===== config.mk =====
export PLATFORM = sky130hd
export DESIGN_NAME = pdpm_front
export DESIGN_NICKNAME = d
export VERILOG_FILES = /design/src/rtl/core/palette_dac_pixel_mapper_unit_macros.svh /design/src/rtl/core/pdpm_pkg.sv /design/src/rtl/core/pdpm_front.sv
export SDC_FILE = /design/constraint.sdc
export NUM_CORES = 1
export LEC_CHECK = 0
export ABC_AREA = 0
export BUFFER_PORTS_ARGS = -buffer_cell sky130_fd_sc_hd__buf_2
export CAP_MARGIN = 20
export CORE_UTILIZATION = 16
export DETAILED_ROUTE_END_ITERATION = 8
export GPL_ROUTABILITY_DRIVEN = 0
export PLACE_DENSITY = 0.83
export REMOVE_ABC_BUFFERS = 1
export SLEW_MARGIN = 5
export SYNTH_ARGS = -nofsm -noshare
export SYNTH_HDL_FRONTEND = slang
export SYNTH_SLANG_ARGS = --single-unit

===== constraint.sdc =====
create_clock -name vclk -period 0.8
set_input_delay 0 -clock vclk [all_inputs]
set_output_delay 0 -clock vclk [all_outputs]
set_load 0.05 [all_outputs]

===== src/rtl/core/palette_dac_pixel_mapper_unit_macros.svh =====
// Assertion macros for the palette DAC pixel mapper.
// Included by files that carry concurrent checks; no other dependencies.
`ifndef PALETTE_DAC_PIXEL_MAPPER_UNIT_MACROS_SVH
`define PALETTE_DAC_PIXEL_MAPPER_UNIT_MACROS_SVH

`ifndef ASSERT_OFF
// same-cycle implication
`define PDPM_ASSERT_NOW(label, clk, rst_n, ante, cons) \
	label: assert property (@(posedge clk) disable iff (!rst_n) (ante) |-> (cons)) \
		else $error("check failed: same-cycle implication");
// next-cycle implication
`define PDPM_ASSERT_NEXT(label, clk, rst_n, ante, cons) \
	label: assert property (@(posedge clk) disable iff (!rst_n) (ante) |=> (cons)) \
		else $error("check failed: next-cycle implication");
`else
`define PDPM_ASSERT_NOW(label, clk, rst_n, ante, cons)
`define PDPM_ASSERT_NEXT(label, clk, rst_n, ante, cons)
`endif

`endif


===== src/rtl/core/pdpm_pkg.sv =====
// Shared types, codes and tables of the palette DAC pixel mapper.
// No dependencies; imported by every module of the block but pdpm_ram.
package pdpm_pkg;

	localparam int PALETTE_ENTRIES = 256;
	localparam int IDX_W = (PALETTE_ENTRIES > 1) ? $clog2(PALETTE_ENTRIES) : 1;
	localparam int BYTE_CODES = 256;

	localparam int QUEUE_DEPTH = 2;
	localparam int QPTR_W = (QUEUE_DEPTH > 1) ? $clog2(QUEUE_DEPTH) : 1;
	localparam int QCNT_W = $clog2(QUEUE_DEPTH + 1);

	// item operations
	localparam logic [1:0] OP_SET_PTR = 2'd0;
	localparam logic [1:0] OP_COLOUR  = 2'd1;
	localparam logic [1:0] OP_PIX_PAL = 2'd2;
	localparam logic [1:0] OP_PIX_DIR = 2'd3;

	// DAC register offsets
	localparam logic [3:0] OFFS_INDEX = 4'd0;
	localparam logic [3:0] OFFS_DATA  = 4'd4;

	localparam logic [7:0] DIRECT_CTRL = 8'd3;

	// configuration register indexes
	localparam logic REG_TCE = 1'b0;
	localparam logic REG_BGR = 1'b1;

	typedef struct packed {
		logic [1:0]  op;
		logic [7:0]  byte_val;   // pointer, colour byte or palette index
		logic [23:0] word;       // direct colour word
	} item_t;

	typedef struct packed {
		logic full;
		logic empty;
	} q_status_t;

	// byte code -> palette slot (code modulo entry count)
	typedef logic [IDX_W-1:0] slot_tbl_t [BYTE_CODES];

	function automatic slot_tbl_t build_slot_table();
		slot_tbl_t t;
		for (int i = 0; i < BYTE_CODES; i++) begin
			t[i] = IDX_W'(i % PALETTE_ENTRIES);
		end
		return t;
	endfunction

	localparam slot_tbl_t SLOT_TABLE = build_slot_table();

endpackage


===== src/rtl/core/pdpm_front.sv =====
// Front end: accepts input beats, classifies them and feeds the queue.
// Depends on pdpm_pkg.
module pdpm_front (
	input  logic                 req_valid,
	output logic                 req_ready,
	input  logic                 mode,
	input  logic [3:0]           reg_offset,
	input  logic [31:0]          write_data,
	input  logic [7:0]           palette_index,
	input  logic [23:0]          direct_word,
	input  logic [7:0]           control_byte,
	input  logic                 true_color_enable,
	input  pdpm_pkg::q_status_t  q_status,
	output logic                 push,
	output pdpm_pkg::item_t      push_item
);
	import pdpm_pkg::*;

	logic keep;

	always_comb begin
		keep = 1'b1;
		push_item.word = direct_word;
		if (mode) begin
			push_item.byte_val = palette_index;
			push_item.op = (true_color_enable && control_byte == DIRECT_CTRL) ?
				OP_PIX_DIR : OP_PIX_PAL;
		end else begin
			push_item.byte_val = write_data[31:24];
			case (reg_offset)
				OFFS_INDEX: push_item.op = OP_SET_PTR;
				OFFS_DATA:  push_item.op = OP_COLOUR;
				default: begin
					// unmapped offset: beat is consumed and dropped
					push_item.op = OP_SET_PTR;
					keep = 1'b0;
				end
			endcase
		end
	end

	assign req_ready = !q_status.full;
	assign push = req_valid && req_ready && keep;

endmodule


==> results of run 1 <==
cell usage in the layout (no fill, tap or decap):
cell       n
buf_2     41
mux2_2     8
nand3b_1   2
buf_6      2
nor4_2     1
nand4b_1   1
nor3_1     1
o21ai_2    1
inv_1      1
o211a_1    1
buf_4      1
layout make-up:
cell class	instances	area (um2)	share of cell area, %
inverter	1	3.75	0.888
tap	27	33.8	7.99
timing repair buffer	44	235	55.6
multi-input combinational	15	150	35.5
logic make-up (layout without fill, tap and decap cells):
| logic type | after synthesis | count (layout) | share of synthesized area (%) |
|---|---|---|---|
| simple gates | 5 | 5 | 12.0 |
| compound gates | 2 | 2 | 4.35 |
| mux | 8 | 8 | 26.1 |
| buf+inv | 27 | 45 | 57.6 |
power by group:
| part | internal (uW) | switching, uW |
|---|---|---|
| sequential | 0 | 0 |
| combinational | 122 | 200 |
| clock | 0 | 0 |
worst max-delay path, delay by kind of cell:
| kind | cells | cell delay, ns |
|---|---|---|
| compound gates | 1 | 0.17 |
| buf+inv | 2 | 0.34 |
| simple gates | 1 | 0.24 |
worst paths after layout:
kind	from	endpoint	slack, ns	depth (start not counted)
hold / removal	direct_word[0]	push_item[0]	0.0005	0
setup / recovery	reg_offset[1]	push	0.04	4
cell usage after synthesis, drive strengths merged:
library cell	count
buf	26
inv	1
mux2	8
nand3b	2
nand4b	1
nor3	1
nor4	1
o211a	1
o21ai	1
through the flow:
stage	area, um2	setup slack, ns	std cells	hold slack (ns)	total power, uW
final	423	0.0428	87	0.000477	321
after global routing	423	0.00295	87	0.000415	336
after CTS	409	0.0000785	87	0.00103	320
after detailed placement	404	-0.0637	87	0.00103	316
after global placement	404	-0.0568	87	0.00103	313
after floorplan	150	-0.259	16	0	186
routing by layer:
layer  GRT usage (%)  up-vias  wire length, um
li1                -      153                -
met1            12.3      156              498
met2            14.3       68              502
met3            12.6        0              415
met4               0        0                0
met5               0        -                0
what timing repair did:
item | 4_1_cts | 5_1_grt
gates resized for setup | 2 | 3
setup endpoints to repair | 9 | 1
hold endpoints to repair | 0 | 0
pin swaps | 2 | 0
==> results.ini, run 1 <==
[detailed_routing]
ant_nets = 0
drt_first_pass_iters = 2
num_vias = 377
wl_mm = 1.42
drt_iter0_drc = 1
via_per_inst = 4.33
drt_drc_violations_left = 0
wl_per_cell_um = 16.3

[die]
dieArea_um2 = 2350
rows = 16
die_x_um = 48.5
start_util_pct = 17.2
die_height_um = 48.5
core_area_um2 = 2000
ioPinCount = 117

[worst_setup_path]
path_class = primary input to primary output
arrival_ns = 0.76
slowest_stage = buf_2
start_kind = primary input
slowest_delay_ns = 0.25
end_kind = primary output
cpMostUsedCell = buf_2
crit_path_cell_trace = buf_2, nor3_1, o211a_1, buf_2
required_ns = 0.80
path_max_fanout = 2

[timing]
max_freq_mhz = 1320
slew_violations = 0
fin_crit_ns = 0.757
rsz0062_at_grt = false
finalSetupTns_ns = 0
finalCritPeriodShare_pct = 94.6
hold_viol = 0
tightest_slew_ns = 0.238
finalSetupViolations = 0
relSlewSlack_pct = 84.0

[hold_path]
hp-class = primary input to primary output

[cells_and_area]
syn2layout_area_growth_pct = 22.5
layout.clock_buffers = 0
fin_util_pct = 21.1
fillers = 231
diodes = 0
design.seq.count = 0
nNetsFinal = 143
layout-drive-gt1-share_pct = 90.0
seq_area_um2 = 0

[flow_run]
drv_cap = 0

[global_route]
antenna_found_initial = 0
grt_pass1_wl_mm = 1.79
overflow = 0
grt_max_degree = 13
gr-usage-all-layers_pct = 10.9
grt_pass1_vias = 349

[power_and_ir_drop]
ir_worst_vdd_v = 0.000378
leakagePower_uw = 0.000236
power_density_nw_per_um2 = 760

[yosys]
ys_types = 9
synth_area_leader_cell = buf_4
synth_area_leaders = buf_4 57%, mux2_2 26%, nand3b_1 4.3%, nor4_2 3.6%, o211a_1 2.9%
syn-cell-area_um2 = 345
syn_avg_cell_area_um2 = 8.22
seq_area_frac_synth_pct = 0
synth_top_area_share_pct = 56.5
yosys_warnings = 0
postSynthCellCount = 42

[status]
outcome = finished clean

[cts]
cts_setup_buffers = 0
cts.hold.buffers_added = 0

[place]
port_buffers = 44
dp_hpwl_mm = 1.22

Power figures use the tool's default switching activity.
==> inputs of run 2 (changes only) <==
--- a/config.mk
+++ b/config.mk
@@ -8,10 +8,11 @@
 export ABC_AREA = 0
 export BUFFER_PORTS_ARGS = -buffer_cell sky130_fd_sc_hd__buf_2
 export CAP_MARGIN = 20
-export CORE_UTILIZATION = 16
+export CORE_AREA = 2 2 45 47
 export DETAILED_ROUTE_END_ITERATION = 8
+export DIE_AREA = 0 0 47 49
 export GPL_ROUTABILITY_DRIVEN = 0
-export PLACE_DENSITY = 0.83
+export PLACE_DENSITY = 0.92
 export REMOVE_ABC_BUFFERS = 1
 export SLEW_MARGIN = 5
 export SYNTH_ARGS = -nofsm -noshare
==> constraint.sdc (replaced) <==
create_clock -name vclk -period 0.9
set_input_delay 0.045 -clock vclk [all_inputs]
set_output_delay 0.045 -clock vclk [all_outputs]
set_load 0.05 [all_outputs]
==> results.ini, run 2 (synthesized netlist as in run 1, its figures left out) <==
[status]
outcome = finished clean

[timing]
hold_slack_ns = 0.0905  ; +0.0900 ns
relSlewSlack_pct = 82.9  ; -1.1 points
max_freq_mhz = 1150
rsz0062_at_grt = true
finalSetupViolations = 0  ; unchanged
tightest_slew_ns = 0.258  ; +0.0207 ns
fin_crit_ns = 0.873
slew_violations = 0  ; unchanged
finalCritPeriodShare_pct = 97.0
hold_viol = 0  ; unchanged

[detailed_routing]
drt_first_pass_iters = 2  ; unchanged
wl_per_cell_um = 16.9  ; +4.1%
drt_drc_violations_left = 0  ; unchanged
via_per_inst = 4.46  ; +2.9%
ant_nets = 0  ; unchanged
drt_iter0_drc = 2  ; +1
num_vias = 388  ; +2.9%
wl_mm = 1.47  ; +4.1%

[global_route]
overflow = 0  ; unchanged
grt_max_degree = 13  ; unchanged
grt_pass1_vias = 357  ; +2.3%
grt_pass1_wl_mm = 1.70  ; -5.0%
gr-usage-all-layers_pct = 11.1  ; +0.21 points
antenna_found_initial = 0  ; unchanged

[die]
die_x_um = 47  ; -3.0%
rows = 16  ; unchanged
dieArea_um2 = 2300  ; -1.9%
core_area_um2 = 1840  ; -8.0%
ioPinCount = 117  ; unchanged
start_util_pct = 18.7  ; +1.5 points
die_height_um = 49  ; +1.1%

[cells_and_area]
seq_area_um2 = 0  ; unchanged
multiInputGateArea_um2 = 159  ; +5.8%
design.seq.count = 0  ; unchanged
layout.clock_buffers = 0  ; unchanged
mostFrequentLayoutCell = buf_2
nNetsFinal = 143  ; unchanged
syn2layout_area_growth_pct = 27.5
final_cell_mix = 39 x buf_2, 8 x mux2_2, 3 x buf_6
fin_util_pct = 23.9  ; +2.8 points
fillers = 215  ; -6.9%
layout-drive-gt1-share_pct = 90.0  ; unchanged
fin_cells = 87  ; unchanged
diodes = 0  ; unchanged

[worst_setup_path]
slowest_stage = nor4_4
required_ns = 0.85  ; +0.05 ns
start_kind = primary input
slowest_delay_ns = 0.25  ; about the same
cpMostUsedCell = buf_6
end_kind = primary output
crit_path_cell_trace = buf_6, nor4_4, nand3b_1, o21ai_2, buf_6
arrival_ns = 0.83  ; +0.07 ns
path_max_fanout = 1  ; -1
path_class = primary input to primary output

[hold_path]
hp-class = primary input to primary output

[place]
dp_cells = 87  ; unchanged
port_buffers = 44  ; unchanged
dp_hpwl_mm = 1.31  ; +7.1%

[power_and_ir_drop]
leakagePower_uw = 0.000239  ; +1.4%
ir_worst_vdd_v = 0.000210  ; -45%
power_density_nw_per_um2 = 671  ; -12%

[flow_run]
drv_cap = 0  ; unchanged

[cts]
cts_setup_buffers = 0  ; unchanged

## run 2: layout make-up
cell class,count,share of cell area [%]
Inverter,1,0.852
Timing Repair Buffer,44,55.4
Multi-Input combinational cell,15,36.1
Tap cell,27,7.67
## run 2: layer usage
metal / global-route usage (%) / wire [um]
met1: 12.4 / 508
met2: 15.8 / 583
met3: 11.9 / 382
met4: 0 / 0
met5: 0 / 0
## run 2: through the flow
step	TNS, ns	worst slack, ns	power (uW)	area, um2
3_3_place_gp	-0.0525	-0.0525	278	404
2_1_floorplan	-0.249	-0.249	165	150
5_1_grt	-0.0282	-0.0282	312	440
4_1_cts	-0.0211	-0.0211	287	409
6_report	0	0.0274	296	440
3_5_place_dp	-0.137	-0.0724	285	404
## run 2: where the power goes
part,switching [uW],internal [uW],total [uW]
Sequential,0,0,0
Combinational,183,113,296
Clock,0,0,0
## run 2: critical path: cells and delay by family
family                 cells  cell delay [ns]
AO/OA/AOI/OAI              1             0.14
AND/OR/NAND/NOR            2             0.38
buffers and inverters      2             0.27
## run 2: path summary, 6_finish.rpt
check,start,end,slack [ns],depth (start not counted)
min,direct_word[9],push_item[9],0.09,0
max,control_byte[7],push_item[32],0.03,5
## run 2: timing repair
item	CTS	global route
resized for setup	2	6
hold endpoints to repair	0	0
hold buffers	0	0
pin swaps	0	3
endpoints found under the setup margin	9	2
==> inputs of run 3 (changes only) <==
--- a/config.mk
+++ b/config.mk
@@ -8,11 +8,13 @@
 export ABC_AREA = 0
 export BUFFER_PORTS_ARGS = -buffer_cell sky130_fd_sc_hd__buf_2
 export CAP_MARGIN = 20
-export CORE_AREA = 2 2 45 47
+export CELL_PAD_IN_SITES_DETAIL_PLACEMENT = 1
+export CELL_PAD_IN_SITES_GLOBAL_PLACEMENT = 2
+export CORE_ASPECT_RATIO = 0.75
+export CORE_UTILIZATION = 10
 export DETAILED_ROUTE_END_ITERATION = 8
-export DIE_AREA = 0 0 47 49
 export GPL_ROUTABILITY_DRIVEN = 0
-export PLACE_DENSITY = 0.92
+export PLACE_DENSITY = 0.95
 export REMOVE_ABC_BUFFERS = 1
 export SLEW_MARGIN = 5
 export SYNTH_ARGS = -nofsm -noshare
==> results.ini, run 3 (synthesized netlist as in run 1, its figures left out) <==
[power_and_ir_drop]
power_density_nw_per_um2 = 659  ; -1.9%
leakagePower_uw = 0.000234  ; -2.1%
power_uw = 290  ; -1.9%
ir_worst_vdd_v = 0.000143  ; -32%

[detailed_routing]
via_per_inst = 3.44  ; -23%
wl_per_cell_um = 17.1  ; +0.88%
drt_drc_violations_left = 0  ; unchanged
drt_iter0_drc = 5  ; +3
drt_first_pass_iters = 2  ; unchanged
num_vias = 344  ; -11%
ant_nets = 0  ; unchanged
wl_mm = 1.71  ; +16%

[global_route]
gr-usage-all-layers_pct = 8.24  ; -2.9 points
overflow = 0  ; unchanged
grt_pass1_vias = 339  ; -5.0%
grt_pass1_wl_mm = 2.18  ; +28%
grt_max_degree = 13  ; unchanged
antenna_found_initial = 0  ; unchanged

[cells_and_area]
fin_area_um2 = 440  ; unchanged
mostFrequentLayoutCell = buf_2
seq_area_um2 = 0  ; unchanged
syn2layout_area_growth_pct = 27.5  ; unchanged
layout-drive-gt1-share_pct = 91.7  ; +1.7 points
design.seq.count = 0  ; unchanged
nNetsFinal = 143  ; unchanged
fin_cells = 100  ; +15%
diodes = 0  ; unchanged
layout.clock_buffers = 0  ; unchanged
final_cell_mix = 41 x buf_2, 8 x mux2_2, 2 x nand3b_1, 2 x clkbuf_4
fillers = 411  ; +91%

[die]
die_x_um = 69.9  ; +49%
start_util_pct = 10.5  ; -8.2 points
ioPinCount = 117  ; unchanged
dieArea_um2 = 3690  ; +60%
die_height_um = 52.9  ; +7.9%
rows = 18  ; +2
core_area_um2 = 3290  ; +79%

[hold_path]
hold_start = direct_word[5]
min_to = push_item[5]
hp-class = primary input to primary output
whs_path_depth = 0  ; unchanged

[status]
outcome = finished clean

[timing]
hold_viol = 0  ; unchanged
finalSetupViolations = 0  ; unchanged
tightest_slew_ns = 0.258  ; -0.000595 ns
finalCritPeriodShare_pct = 97.5  ; +0.55 points
relSlewSlack_pct = 82.9  ; about the same
max_freq_mhz = 1140  ; -0.57%
rsz0062_at_grt = true
fin_crit_ns = 0.878  ; +0.00497 ns
slew_violations = 0  ; unchanged

[worst_setup_path]
end_kind = primary output
arrival_ns = 0.83  ; about the same
path_class = primary input to primary output
start_kind = primary input
path_max_fanout = 1  ; unchanged
required_ns = 0.85  ; about the same

[place]
place_area_um2 = 420  ; +4.0%
port_buffers = 44  ; unchanged
dp_cells = 100  ; +15%
dp_hpwl_mm = 1.51  ; +16%

[flow_run]
drv_cap = 0  ; unchanged

[cts]
cts_setup_buffers = 0  ; unchanged

## run 3: worst max-delay path: stages
cell and delay, ns:
buf_2 0.10, nor4_2 0.26, nand3b_1 0.11, o21ai_2 0.14
buf_6 0.18
## run 3: cell type report
cell class / instances / area (um2) / area share [%]
Inverter: 1 / 3.75 / 0.852
Tap cell: 40 / 50.0 / 11.4
Multi-Input combinational cell: 15 / 155 / 35.2
Timing Repair Buffer: 44 / 231 / 52.6
## run 3: how the worst max path moves through the flow
| stage | cells past startpoint | from | end |
|---|---|---|---|
| 2_1_floorplan | 3 | control_byte[2] | push_item[32] |
| 3_3_place_gp | 5 | control_byte[2] | push_item[32] |
| 3_5_place_dp | 5 | control_byte[2] | push_item[32] |
| 4_1_cts | 3 | mode | push_item[26] |
| 5_1_grt | 5 | control_byte[2] | push_item[32] |
| 6_report | 5 | control_byte[2] | push_item[32] |
## run 3: routing by layer
metal | GRT usage [%] | part of all wire (%) | vias up
li1 | - | - | 153
met1 | 9.54 | 36 | 160
met2 | 12.5 | 51 | 31
met3 | 6.67 | 13 | 0
met4 | 0 | 0 | 0
met5 | 0 | 0 | -
## run 3: per-stage QoR
stage | util (%) | hold WS (ns) | setup slack [ns] | setup TNS (ns)
finish | 13.4 | 0.0902 | 0.0224 | 0
detailed placement | 12.8 | 0.0904 | -0.0434 | -0.0434
CTS | 12.9 | 0.0904 | 0.00864 | 0
global placement | 12.8 | 0.0904 | -0.0212 | -0.0301
floorplan | - | 0.0900 | -0.249 | -0.249
global route | 13.4 | 0.0903 | -0.0185 | -0.0185
## run 3: what timing repair did
item / in CTS / in global routing
pin swaps: 0 / 1
hold buffers: 0 / 0
setup endpoints to repair: 1 / 10
resized for setup: 1 / 5
## run 3: power breakdown
| group | leakage [uW] | switching, uW | internal (uW) |
|---|---|---|---|
| Clock | 0 | 0 | 0 |
| Combinational | 0.000234 | 183 | 107 |
| Sequential | 0 | 0 | 0 |
| Total | 0.000234 | 183 | 107 |
