`src/rtl/core/palette_dac_pixel_mapper_unit_macros.svh`:
```
// Assertion macros for the palette DAC pixel mapper.
// Included by files that carry concurrent checks; no other dependencies.
`ifndef PALETTE_DAC_PIXEL_MAPPER_UNIT_MACROS_SVH
`define PALETTE_DAC_PIXEL_MAPPER_UNIT_MACROS_SVH

`ifndef ASSERT_OFF
// same-cycle implication
`define PDPM_ASSERT_NOW(label, clk, rst_n, ante, cons) \
	label: assert property (@(posedge clk) disable iff (!rst_n) (ante) |-> (cons)) \
		else $error("check failed: same-cycle implication");
// next-cycle implication
`define PDPM_ASSERT_NEXT(label, clk, rst_n, ante, cons) \
	label: assert property (@(posedge clk) disable iff (!rst_n) (ante) |=> (cons)) \
		else $error("check failed: next-cycle implication");
`else
`define PDPM_ASSERT_NOW(label, clk, rst_n, ante, cons)
`define PDPM_ASSERT_NEXT(label, clk, rst_n, ante, cons)
`endif

`endif

```
`src/rtl/core/pdpm_pkg.sv`:
```
// Shared types, codes and tables of the palette DAC pixel mapper.
// No dependencies; imported by every module of the block but pdpm_ram.
package pdpm_pkg;

	localparam int PALETTE_ENTRIES = 256;
	localparam int IDX_W = (PALETTE_ENTRIES > 1) ? $clog2(PALETTE_ENTRIES) : 1;
	localparam int BYTE_CODES = 256;

	localparam int QUEUE_DEPTH = 2;
	localparam int QPTR_W = (QUEUE_DEPTH > 1) ? $clog2(QUEUE_DEPTH) : 1;
	localparam int QCNT_W = $clog2(QUEUE_DEPTH + 1);

	// item operations
	localparam logic [1:0] OP_SET_PTR = 2'd0;
	localparam logic [1:0] OP_COLOUR  = 2'd1;
	localparam logic [1:0] OP_PIX_PAL = 2'd2;
	localparam logic [1:0] OP_PIX_DIR = 2'd3;

	// DAC register offsets
	localparam logic [3:0] OFFS_INDEX = 4'd0;
	localparam logic [3:0] OFFS_DATA  = 4'd4;

	localparam logic [7:0] DIRECT_CTRL = 8'd3;

	// configuration register indexes
	localparam logic REG_TCE = 1'b0;
	localparam logic REG_BGR = 1'b1;

	typedef struct packed {
		logic [1:0]  op;
		logic [7:0]  byte_val;   // pointer, colour byte or palette index
		logic [23:0] word;       // direct colour word
	} item_t;

	typedef struct packed {
		logic full;
		logic empty;
	} q_status_t;

	// byte code -> palette slot (code modulo entry count)
	typedef logic [IDX_W-1:0] slot_tbl_t [BYTE_CODES];

	function automatic slot_tbl_t build_slot_table();
		slot_tbl_t t;
		for (int i = 0; i < BYTE_CODES; i++) begin
			t[i] = IDX_W'(i % PALETTE_ENTRIES);
		end
		return t;
	endfunction

	localparam slot_tbl_t SLOT_TABLE = build_slot_table();

endpackage

```
`src/rtl/core/pdpm_queue.sv`:
```
// Short FIFO of classified items between front and back.
// Depends on pdpm_pkg.
module pdpm_queue (
	input  logic                 clk,
	input  logic                 arst_n,
	input  logic                 push,
	input  pdpm_pkg::item_t      push_item,
	input  logic                 pop,
	output pdpm_pkg::item_t      head,
	output pdpm_pkg::q_status_t  status
);
	import pdpm_pkg::*;

	item_t              mem_q [QUEUE_DEPTH];
	logic [QPTR_W-1:0]  wr_ptr_q;
	logic [QPTR_W-1:0]  rd_ptr_q;
	logic [QCNT_W-1:0]  count_q;

	function automatic logic [QPTR_W-1:0] next_ptr(input logic [QPTR_W-1:0] p);
		return (p == QPTR_W'(QUEUE_DEPTH - 1)) ? '0 : p + 1'b1;
	endfunction

	always_ff @(posedge clk or negedge arst_n) begin
		if (!arst_n) begin
			wr_ptr_q <= '0;
			rd_ptr_q <= '0;
			count_q  <= '0;
		end else begin
			if (push) begin
				wr_ptr_q <= next_ptr(wr_ptr_q);
			end
			if (pop) begin
				rd_ptr_q <= next_ptr(rd_ptr_q);
			end
			if (push && !pop) begin
				count_q <= count_q + 1'b1;
			end else if (pop && !push) begin
				count_q <= count_q - 1'b1;
			end
		end
	end

	always_ff @(posedge clk) begin
		if (push) begin
			mem_q[wr_ptr_q] <= push_item;
		end
	end

	assign head = mem_q[rd_ptr_q];
	assign status.full  = (count_q == QCNT_W'(QUEUE_DEPTH));
	assign status.empty = (count_q == '0);

endmodule

```
`config.mk`:
```
export PLATFORM = sky130hd
export DESIGN_NAME = pdpm_queue
export DESIGN_NICKNAME = d
export VERILOG_FILES = /design/src/rtl/core/palette_dac_pixel_mapper_unit_macros.svh /design/src/rtl/core/pdpm_pkg.sv /design/src/rtl/core/pdpm_queue.sv
export SDC_FILE = /design/constraint.sdc
export NUM_CORES = 1
export LEC_CHECK = 0
export ABC_AREA = 1
export BUFFER_PORTS_ARGS = -buffer_cell sky130_fd_sc_hd__clkbuf_2
export CELL_PAD_IN_SITES_DETAIL_PLACEMENT = 0
export CELL_PAD_IN_SITES_GLOBAL_PLACEMENT = 1
export CORE_UTILIZATION = 38
export CTS_BUF_LIST = sky130_fd_sc_hd__clkbuf_8
export DETAILED_ROUTE_END_ITERATION = 16
export GPL_ROUTABILITY_DRIVEN = 0
export PLACE_DENSITY = 0.72
export SYNTH_ARGS = -nofsm -noshare
export SYNTH_HDL_FRONTEND = slang
export SYNTH_SLANG_ARGS = --single-unit
export TNS_END_PERCENT = 100
```
`constraint.sdc`:
```
create_clock -name clk -period 2.39 [get_ports clk]
set_clock_uncertainty 0.15 [all_clocks]
set_input_delay 0.478 -clock clk [delete_from_list [all_inputs] [get_ports clk]]
set_output_delay 0.478 -clock clk [all_outputs]
set_load 0.01 [all_outputs]
```
==> out/results.tsv, run 1 <==
stage	metric	value	unit
outcome	outcome	complete, no violations	
floorplan	row count	30	
pwr	Flop pwr share	47.2	%
place	Final HPWL DP	2930	um
grt	largest net degree at the start of global routing	28	
setup_path	crit path DAT	1.64	ns
floorplan	die width	88.0	um
cts	Hold-fix buffers, CTS	1	
place	I/O Buffers	73	
setup_path	CP startpoint kind	register	
cts	CTS tree	done	
cells_and_area	most frequent cells in the layout	73 x clkbuf_2, 68 x edfxtp_1, 29 x mux2_4	
route	antenna-violating nets left	0	
synth	Netlist cell types	14	
pwr	Comb power frac	32.7	%
pwr	Int Power	2700	uW
cells_and_area	area delta synth->final	22.8	%
setup_path	CP max stage delay	0.55	ns
setup_path	CP max stage cell	dfrtp_2	
setup_path	Crit path required time	1.76	ns
synth	Syn Area/Cell	21.5	um2
synth	Synth Warn #	0	
floorplan	Die Y-Extent	88.0	um
floorplan	Placeable Area	6980	um2
timing	Worst Hold Slack	0.179	ns
cts	Clock Latency Late Sink	0.33	ns
timing	Final Critical Period	2.27	ns
job	Max Cap Viol	0	
setup_path	Crit Path Category	reg -> out	
cells_and_area	Final Util	49.4	%
grt	Total GRT Usage	12.0	%
timing	setup TNS	0	ns
setup_path	Top Family by Delay on Critical Path	flip-flops	
cts	clock buffer count from CTS	9	
grt	grt ovf	0	
timing	fmax	441	MHz
timing	Least-Margin Pin Slew	0.299	ns
setup_path	WP depth	3	
synth	post-synthesis cell area	2810	um2
floorplan	Starting Density	40.3	%
timing	Hold Vio Cnt, Final	0	
setup_path	crit path cell chain	buf_12, mux2_2, clkbuf_2	
timing	# setup viols final	0	
grt	initial antenna violation count	0	
pwr	Clock Power Share	20.1	%
pwr	Lkg Pwr	0.00146	uW
cts	Gates resized, CTS repair	0	
grt	first-pass GRT wire length	6590	um
worst_hold_path	WHS Path Cells	1	
cts	Clk pin slew, worst setup/hold paths	0.07	ns
floorplan	I/O pin count	74	
cells_and_area	share of cells above drive strength 1	56.8	%
pwr	Pwr Density	1100	nW/um2
synth	sequential share of the synthesized area	76.2	%
setup_path	Crit. End Element	output pin	
route	initial drt markers	36	
pwr	worst vdd ir	0.000462	V
route	DRC violations left	0	
synth	Seq cells post-synth	72	
timing	max-slew violation count	0	
cts	CTS Sinks	72	
cts	maximum clock insertion buffer count	2	
pwr	P_sw	1110	uW
setup_path	Crit Path Max Fanout	27	
setup_path	worst path buffer plus inverter count	2	
cts	Post-CTS Setup Bufs	0	
route	DRT Pass-1 Iters	4	
cts	clock root cell	clkbuf_8	
route	DR vias	1404	
cells_and_area	nets@finish	256	
timing	Max transition margin	80.1	%
route	WL/cell	13.6	um
pwr	switching share of power	29.1	%
floorplan	DIE AREA	7750	um2
cells_and_area	Antenna Cells	0	
cells_and_area	commonest non-fill, non-tap cell in the layout	clkbuf_2	
synth	Cells after Synth	131	
cts	H-Tree Depth	3	
worst_hold_path	Min-Delay Path Class	in -> reg	
setup_path	worst reg2reg path depth	2	
timing	final worst path period share	95.0	%
route	final WL	4310	um
route	vias per inst	4.42	
timing	RSZ-0062 raised after global routing	no	
grt	vias in the first global route	1396	
synth	Syn Nets	170	
==> cells by family after synthesis <==
group	share of synthesized area [%]
simple gates	1.47
mux	17.5
buf+inv	3.47
fa+ha+maj	0.445
xor+xnor	0.935
flops	76.2
==> metal layers <==
| layer | part of all wire, % | track usage [%] | vias up | routed length (um) |
|---|---|---|---|---|
| li1 | - | - | 665 | - |
| met1 | 48 | 15.1 | 667 | 2080 |
| met2 | 43 | 18.0 | 64 | 1850 |
| met3 | 7.6 | 5.00 | 8 | 329 |
| met4 | 1.3 | 5.72 | 0 | 54 |
| met5 | 0 | 0 | - | 0 |
==> worst paths after layout <==
kind,start,to,slack [ns]
max,rd_ptr_q,head[23],0.12
max reg2reg,wr_ptr_q,mem_q[0][0],1.08
min,push_item[5],mem_q[0][5],0.18
min reg2reg,count_q[1],count_q[1],0.36
min in group asynchronous,arst_n,count_q[1],0.33
max in group asynchronous,arst_n,rd_ptr_q,1.60
==> final cells by class <==
| type | count | area (um2) |
|---|---|---|
| Multi-Input combinational cell | 48 | 579 |
| Tap cell | 96 | 120 |
| Sequential cell | 72 | 2140 |
| Clock buffer | 9 | 124 |
| Inverter | 7 | 26.3 |
| Timing Repair Buffer | 79 | 425 |
| Clock inverter | 7 | 33.8 |
| Fill cell | 619 | 3530 |
==> power groups by stage <==
stage	Sequential (uW)	Combinational, uW	Clock, uW
CTS	1800	1280	789
floorplan	1770	985	0
detailed placement	1830	1270	0
global route	1820	1350	857
global placement	1820	1270	0
finish	1800	1250	764
==> per-stage QoR <==
| step | instances | total power (uW) | instance area, um2 | setup slack [ns] |
|---|---|---|---|---|
| after global routing | 318 | 4030 | 3450 | 0.0546 |
| after detailed placement | 301 | 3100 | 3280 | 0.466 |
| after global placement | 301 | 3080 | 3280 | 0.473 |
| after CTS | 318 | 3870 | 3450 | 0.0949 |
| after floorplan | 131 | 2750 | 2810 | 0.444 |
| final | 318 | 3810 | 3450 | 0.121 |
==> sequential cells by signal (all words and copies together), names as in the netlist <==
name,count
wr_ptr_q,1
count_q,2
mem_q,68
rd_ptr_q,1
==> Yosys cell counts, drive strengths merged <==
| library cell | number | area, um2 |
|---|---|---|
| nand3 | 1 | 5.00 |
| buf | 4 | 71.3 |
| nand2 | 5 | 18.8 |
| mux2 | 34 | 492 |
| nand4 | 1 | 6.26 |
| xor2 | 2 | 17.5 |
| xnor2 | 1 | 8.76 |
| edfxtp | 68 | 2040 |
| nor2 | 3 | 11.3 |
| inv | 7 | 26.3 |
| ha | 1 | 12.5 |
| dfrtp | 4 | 100 |
No activity file was read; power rests on OpenSTA's default activity.
==> run 2, diff against run 1 <==
--- a/config.mk
+++ b/config.mk
@@ -14,6 +14,7 @@
 export DETAILED_ROUTE_END_ITERATION = 16
 export GPL_ROUTABILITY_DRIVEN = 0
 export PLACE_DENSITY = 0.72
+export REMOVE_ABC_BUFFERS = 1
 export SYNTH_ARGS = -nofsm -noshare
 export SYNTH_HDL_FRONTEND = slang
 export SYNTH_SLANG_ARGS = --single-unit
==> out/results.tsv, run 2 (synthesized netlist as in run 1, its figures left out) <==
stage	metric	value	unit
grt	met3 Usage GRT	2.64	%
cells_and_area	nets@finish	258	
cts	clock buffer count from CTS	9	
route	DRT Pass-1 Iters	4	
cts	CTS Sinks	72	
cells_and_area	Most flops, register	mem_q	
grt	gr busiest metal	met2	
cells_and_area	most frequent cells in the layout	73 x clkbuf_2, 68 x edfxtp_1, 29 x mux2_4	
pwr	Flop pwr share	48.0	%
floorplan	die width	88.0	um
cts	Clk pin slew, worst setup/hold paths	0.07	ns
timing	final worst path period share	94.0	%
timing	Hold Vio Cnt, Final	0	
grt	largest net degree at the start of global routing	21	
cells_and_area	max reg flops	68	
grt	vias in the first global route	1374	
setup_path	Crit. End Element	output pin	
timing	max-slew violation count	0	
cells_and_area	storage element area	2150	um2
cells_and_area	Final Util	49.5	%
cells_and_area	commonest non-fill, non-tap cell in the layout	clkbuf_2	
floorplan	row count	30	
floorplan	Die Y-Extent	88.0	um
cells_and_area	filler instances	612	
cells_and_area	share of cells above drive strength 1	56.8	%
timing	RSZ-0062 raised after global routing	no	
cells_and_area	design area	3460	um2
route	vias per inst	4.42	
pwr	Comb power frac	32.8	%
pwr	Pwr Density	1100	nW/um2
job	Max Cap Viol	0	
cts	maximum clock insertion buffer count	2	
pwr	switching share of power	28.9	%
route	final WL	4440	um
floorplan	Starting Density	40.3	%
grt	met1 Use GR	14.4	%
route	DRC violations left	0	
pwr	Clock Power Share	19.2	%
grt	Total GRT Usage	11.7	%
timing	# setup viols final	0	
pwr	Lkg Pwr	0.00145	uW
pwr	total power	3820	uW
cts	Clock Latency Late Sink	0.32	ns
floorplan	Placeable Area	6980	um2
place	I/O Buffers	73	
setup_path	CP max stage delay	0.61	ns
cts	Post-CTS Setup Bufs	0	
floorplan	DIE AREA	7750	um2
grt	initial antenna violation count	0	
timing	setup slack after layout	0.144	ns
cts	CTS tree	done	
grt	GR Layer Usage met2	18.6	%
timing	Final Critical Period	2.25	ns
cells_and_area	area delta synth->final	22.9	%
route	WL/cell	14.0	um
cts	clock root cell	clkbuf_8	
place	pre-CTS WS	0.372	ns
setup_path	crit path cell chain	buf_4, mux2_2, clkbuf_2	
timing	Least-Margin Pin Slew	0.300	ns
grt	grt ovf	0	
place	DP Area	3300	um2
worst_hold_path	Min-Delay Path Class	in -> reg	
setup_path	CP startpoint kind	register	
timing	fmax	445	MHz
route	initial drt markers	50	
pwr	Int Power	2720	uW
setup_path	crit path DAT	1.62	ns
floorplan	I/O pin count	74	
pwr	P_sw	1100	uW
outcome	outcome	complete, no violations	
timing	Max transition margin	80.0	%
cells_and_area	Antenna Cells	0	
route	antenna-violating nets left	0	
pwr	worst vdd ir	0.000443	V
cells_and_area	biggest regs	mem_q x68, count_q x2	
cts	H-Tree Depth	3	
grt	first-pass GRT wire length	6410	um
cells_and_area	area of the multi-input gates	579	um2
setup_path	CP max stage cell	dfrtp_4	
route	DR vias	1404	
place	Final HPWL DP	3100	um
setup_path	Crit Path Max Fanout	16	
setup_path	Crit Path Category	reg -> out	
setup_path	Crit path required time	1.76	ns
## run 2: area by class of cell
cell class | instances | area share, %
Clock buffer | 9 | 3.58
Clock inverter | 5 | 0.579
Inverter | 7 | 0.760
Multi-Input combinational cell | 48 | 16.8
Sequential cell | 72 | 62.1
Tap cell | 96 | 3.48
Timing Repair Buffer | 81 | 12.7
## run 2: worst paths after layout
path                               from           end  slack [ns]  depth (start not counted)
max                            rd_ptr_q      head[18]        0.14                          3
min                        push_item[6]   mem_q[0][6]        0.19                          1
max reg2reg                    wr_ptr_q  mem_q[0][22]        1.06                          2
min reg2reg                  count_q[1]    count_q[1]        0.36                          2
max in group asynchronous        arst_n      rd_ptr_q        1.61                          2
min in group asynchronous        arst_n    count_q[0]        0.34                          2
## run 2: what timing repair did
item,4_1_cts,5_1_grt
endpoints found under the hold margin,4,0
resized for setup,0,1
hold buffers,1,0
endpoints found under the setup margin,0,3
## run 2: per-layer routing
metal / vias up / part of all wire (%)
met3: 7 / 6.1
met5: - / 0
met4: 0 / 1.8
li1: 666 / -
met1: 682 / 43
met2: 49 / 49
## run 2: through the flow
stage | setup TNS [ns] | hold slack (ns) | cells
3_5_place_dp | 0 | 0.144 | 303
2_1_floorplan | -4.86 | 0.0324 | 127
5_1_grt | 0 | 0.177 | 318
3_3_place_gp | 0 | 0.147 | 303
6_report | 0 | 0.192 | 318
4_1_cts | 0 | 0.177 | 318
## run 2: worst max-delay path: cells and delay by family (launching register included)
family | cells | cell delay (ns)
buf+inv | 2 | 0.35
flops | 1 | 0.61
mux | 1 | 0.34
## run 2: power groups by stage
stage,sequential [uW],combinational [uW],clock [uW]
after floorplan,1890,763,0
after global routing,1860,1350,802
after detailed placement,1860,1280,0
after CTS,1830,1290,748
final,1830,1250,733
after global placement,1850,1270,0
==> run 3, diff against run 2 <==
--- a/config.mk
+++ b/config.mk
@@ -9,11 +9,11 @@
 export BUFFER_PORTS_ARGS = -buffer_cell sky130_fd_sc_hd__clkbuf_2
 export CELL_PAD_IN_SITES_DETAIL_PLACEMENT = 0
 export CELL_PAD_IN_SITES_GLOBAL_PLACEMENT = 1
-export CORE_UTILIZATION = 38
+export CORE_UTILIZATION = 35
 export CTS_BUF_LIST = sky130_fd_sc_hd__clkbuf_8
 export DETAILED_ROUTE_END_ITERATION = 16
 export GPL_ROUTABILITY_DRIVEN = 0
-export PLACE_DENSITY = 0.72
+export PLACE_DENSITY_LB_ADDON = 0.1
 export REMOVE_ABC_BUFFERS = 1
 export SYNTH_ARGS = -nofsm -noshare
 export SYNTH_HDL_FRONTEND = slang
==> out/results.tsv, run 3 (synthesized netlist as in run 1, its figures left out) <==
stage	metric	value	unit
pwr	total power	4200	uW
timing	setup slack after layout	0.220	ns
worst_hold_path	HP Start	push_item[2]	
place	Final HPWL DP	3230	um
cells_and_area	Antenna Cells	0	
pwr	Clock Power Share	27.2	%
cts	clock buffer count from CTS	9	
timing	RSZ-0062 raised after global routing	no	
setup_path	Crit. End Element	output pin	
cells_and_area	most frequent cells in the layout	73 x clkbuf_2, 68 x edfxtp_1, 29 x mux2_4	
worst_hold_path	WHS Path Cells	1	
place	DP Area	3290	um2
grt	vias in the first global route	1514	
cells_and_area	area delta synth->final	26.1	%
floorplan	Placeable Area	7770	um2
cells_and_area	share of cells above drive strength 1	58.1	%
place	pre-CTS WS	0.578	ns
cells_and_area	Most flops, register	mem_q	
timing	Worst Hold Slack	0.172	ns
setup_path	Crit Path Max Fanout	19	
cts	H-Tree Depth	3	
pwr	Int Power	3030	uW
cts	Post-CTS Setup Bufs	0	
timing	final worst path period share	90.8	%
floorplan	Starting Density	36.2	%
cells_and_area	max reg flops	68	
setup_path	crit path DAT	1.54	ns
setup_path	launch point of the critical path	rd_ptr_q	
grt	Total GRT Usage	12.1	%
setup_path	Crit path required time	1.76	ns
cells_and_area	commonest non-fill, non-tap cell in the layout	clkbuf_2	
timing	# setup viols final	0	
grt	initial antenna violation count	0	
route	antenna-violating nets left	0	
cells_and_area	biggest regs	mem_q x68, count_q x2	
cts	CTS tree	done	
floorplan	I/O pin count	74	
setup_path	R2R setup slack	0.86	ns
pwr	Lkg Pwr	0.00147	uW
pwr	Pwr Density	1180	nW/um2
route	final WL	4690	um
setup_path	RR Endpoint	mem_q[0][23]	
pwr	Comb power frac	30.8	%
worst_hold_path	Min-Delay Path Class	in -> reg	
route	initial drt markers	42	
cells_and_area	design area	3540	um2
timing	max-slew violation count	0	
grt	grt ovf	0	
route	DRT Pass-1 Iters	4	
cts	clock root cell	clkbuf_8	
worst_hold_path	Min-Delay Endpoint	mem_q[0][2]	
route	DR vias	1389	
pwr	P_sw	1170	uW
cts	CTS Sinks	72	
pwr	Flop pwr share	41.9	%
setup_path	CP startpoint kind	register	
grt	largest net degree at the start of global routing	22	
timing	Least-Margin Pin Slew	0.454	ns
grt	first-pass GRT wire length	7450	um
job	Max Cap Viol	0	
cells_and_area	nets@finish	256	
pwr	switching share of power	27.8	%
floorplan	Die Y-Extent	91.6	um
route	DRC violations left	0	
route	vias per inst	4.29	
cts	Clock Latency Late Sink	0.34	ns
setup_path	Crit Path Category	reg -> out	
floorplan	die width	91.6	um
route	WL/cell	14.5	um
setup_path	RR Startpoint	wr_ptr_q	
floorplan	DIE AREA	8400	um2
timing	fmax	461	MHz
pwr	worst vdd ir	0.000450	V
timing	Max transition margin	69.6	%
place	I/O Buffers	73	
timing	Final Critical Period	2.17	ns
setup_path	worst reg2reg path depth	2	
cts	Clk pin slew, worst setup/hold paths	0.08	ns
floorplan	row count	32	
cts	maximum clock insertion buffer count	2	
outcome	outcome	complete, no violations	
timing	Hold Vio Cnt, Final	0	
## run 3: through the flow
stage / TNS (ns) / utilization [%] / instances
floorplan: -4.86 / - / 127
global placement: 0 / 42.4 / 307
detailed placement: 0 / 42.4 / 307
CTS: 0 / 45.6 / 324
global route: 0 / 45.6 / 324
finish: 0 / 45.6 / 324
## run 3: power groups by stage
stage	clock network, uW	logic [uW]	registers [uW]
after floorplan	0	763	1890
after global placement	0	1310	1780
after detailed placement	0	1320	1790
after CTS	1170	1330	1760
after global routing	1230	1400	1780
final	1140	1290	1760
## run 3: worst max-delay path: stages, from the launching register on
cell	delay [ns]
dfrtp_2	0.36
buf_4	0.34
mux2_2	0.38
clkbuf_2	0.12
## run 3: layer usage
layer  track usage, %  wire (um)
met5                0          0
met4             6.75         85
met3             4.39        291
met2             19.8       2380
met1             13.7       1940
## run 3: final cells by class
type / instances / area (um2)
fillers: 696 / 4220
flip-flops and latches: 72 / 2140
repair buffers: 79 / 425
clock buffers: 9 / 124
well taps: 102 / 128
clock inverters: 7 / 119
multi-input cells: 48 / 579
inverters: 7 / 26.3
## run 3: worst max path at each step
stage	to	cells past startpoint
final	head[17]	3
after detailed placement	head[17]	3
after global routing	head[17]	3
after global placement	head[17]	3
after CTS	head[17]	3
after floorplan	mem_q[0][0]	2
## run 3: timing repair
item | CTS | global route
gates resized for setup | 0 | 0
hold buffers | 1 | 0
setup endpoints to repair | 0 | 0
hold endpoints to repair | 4 | 0
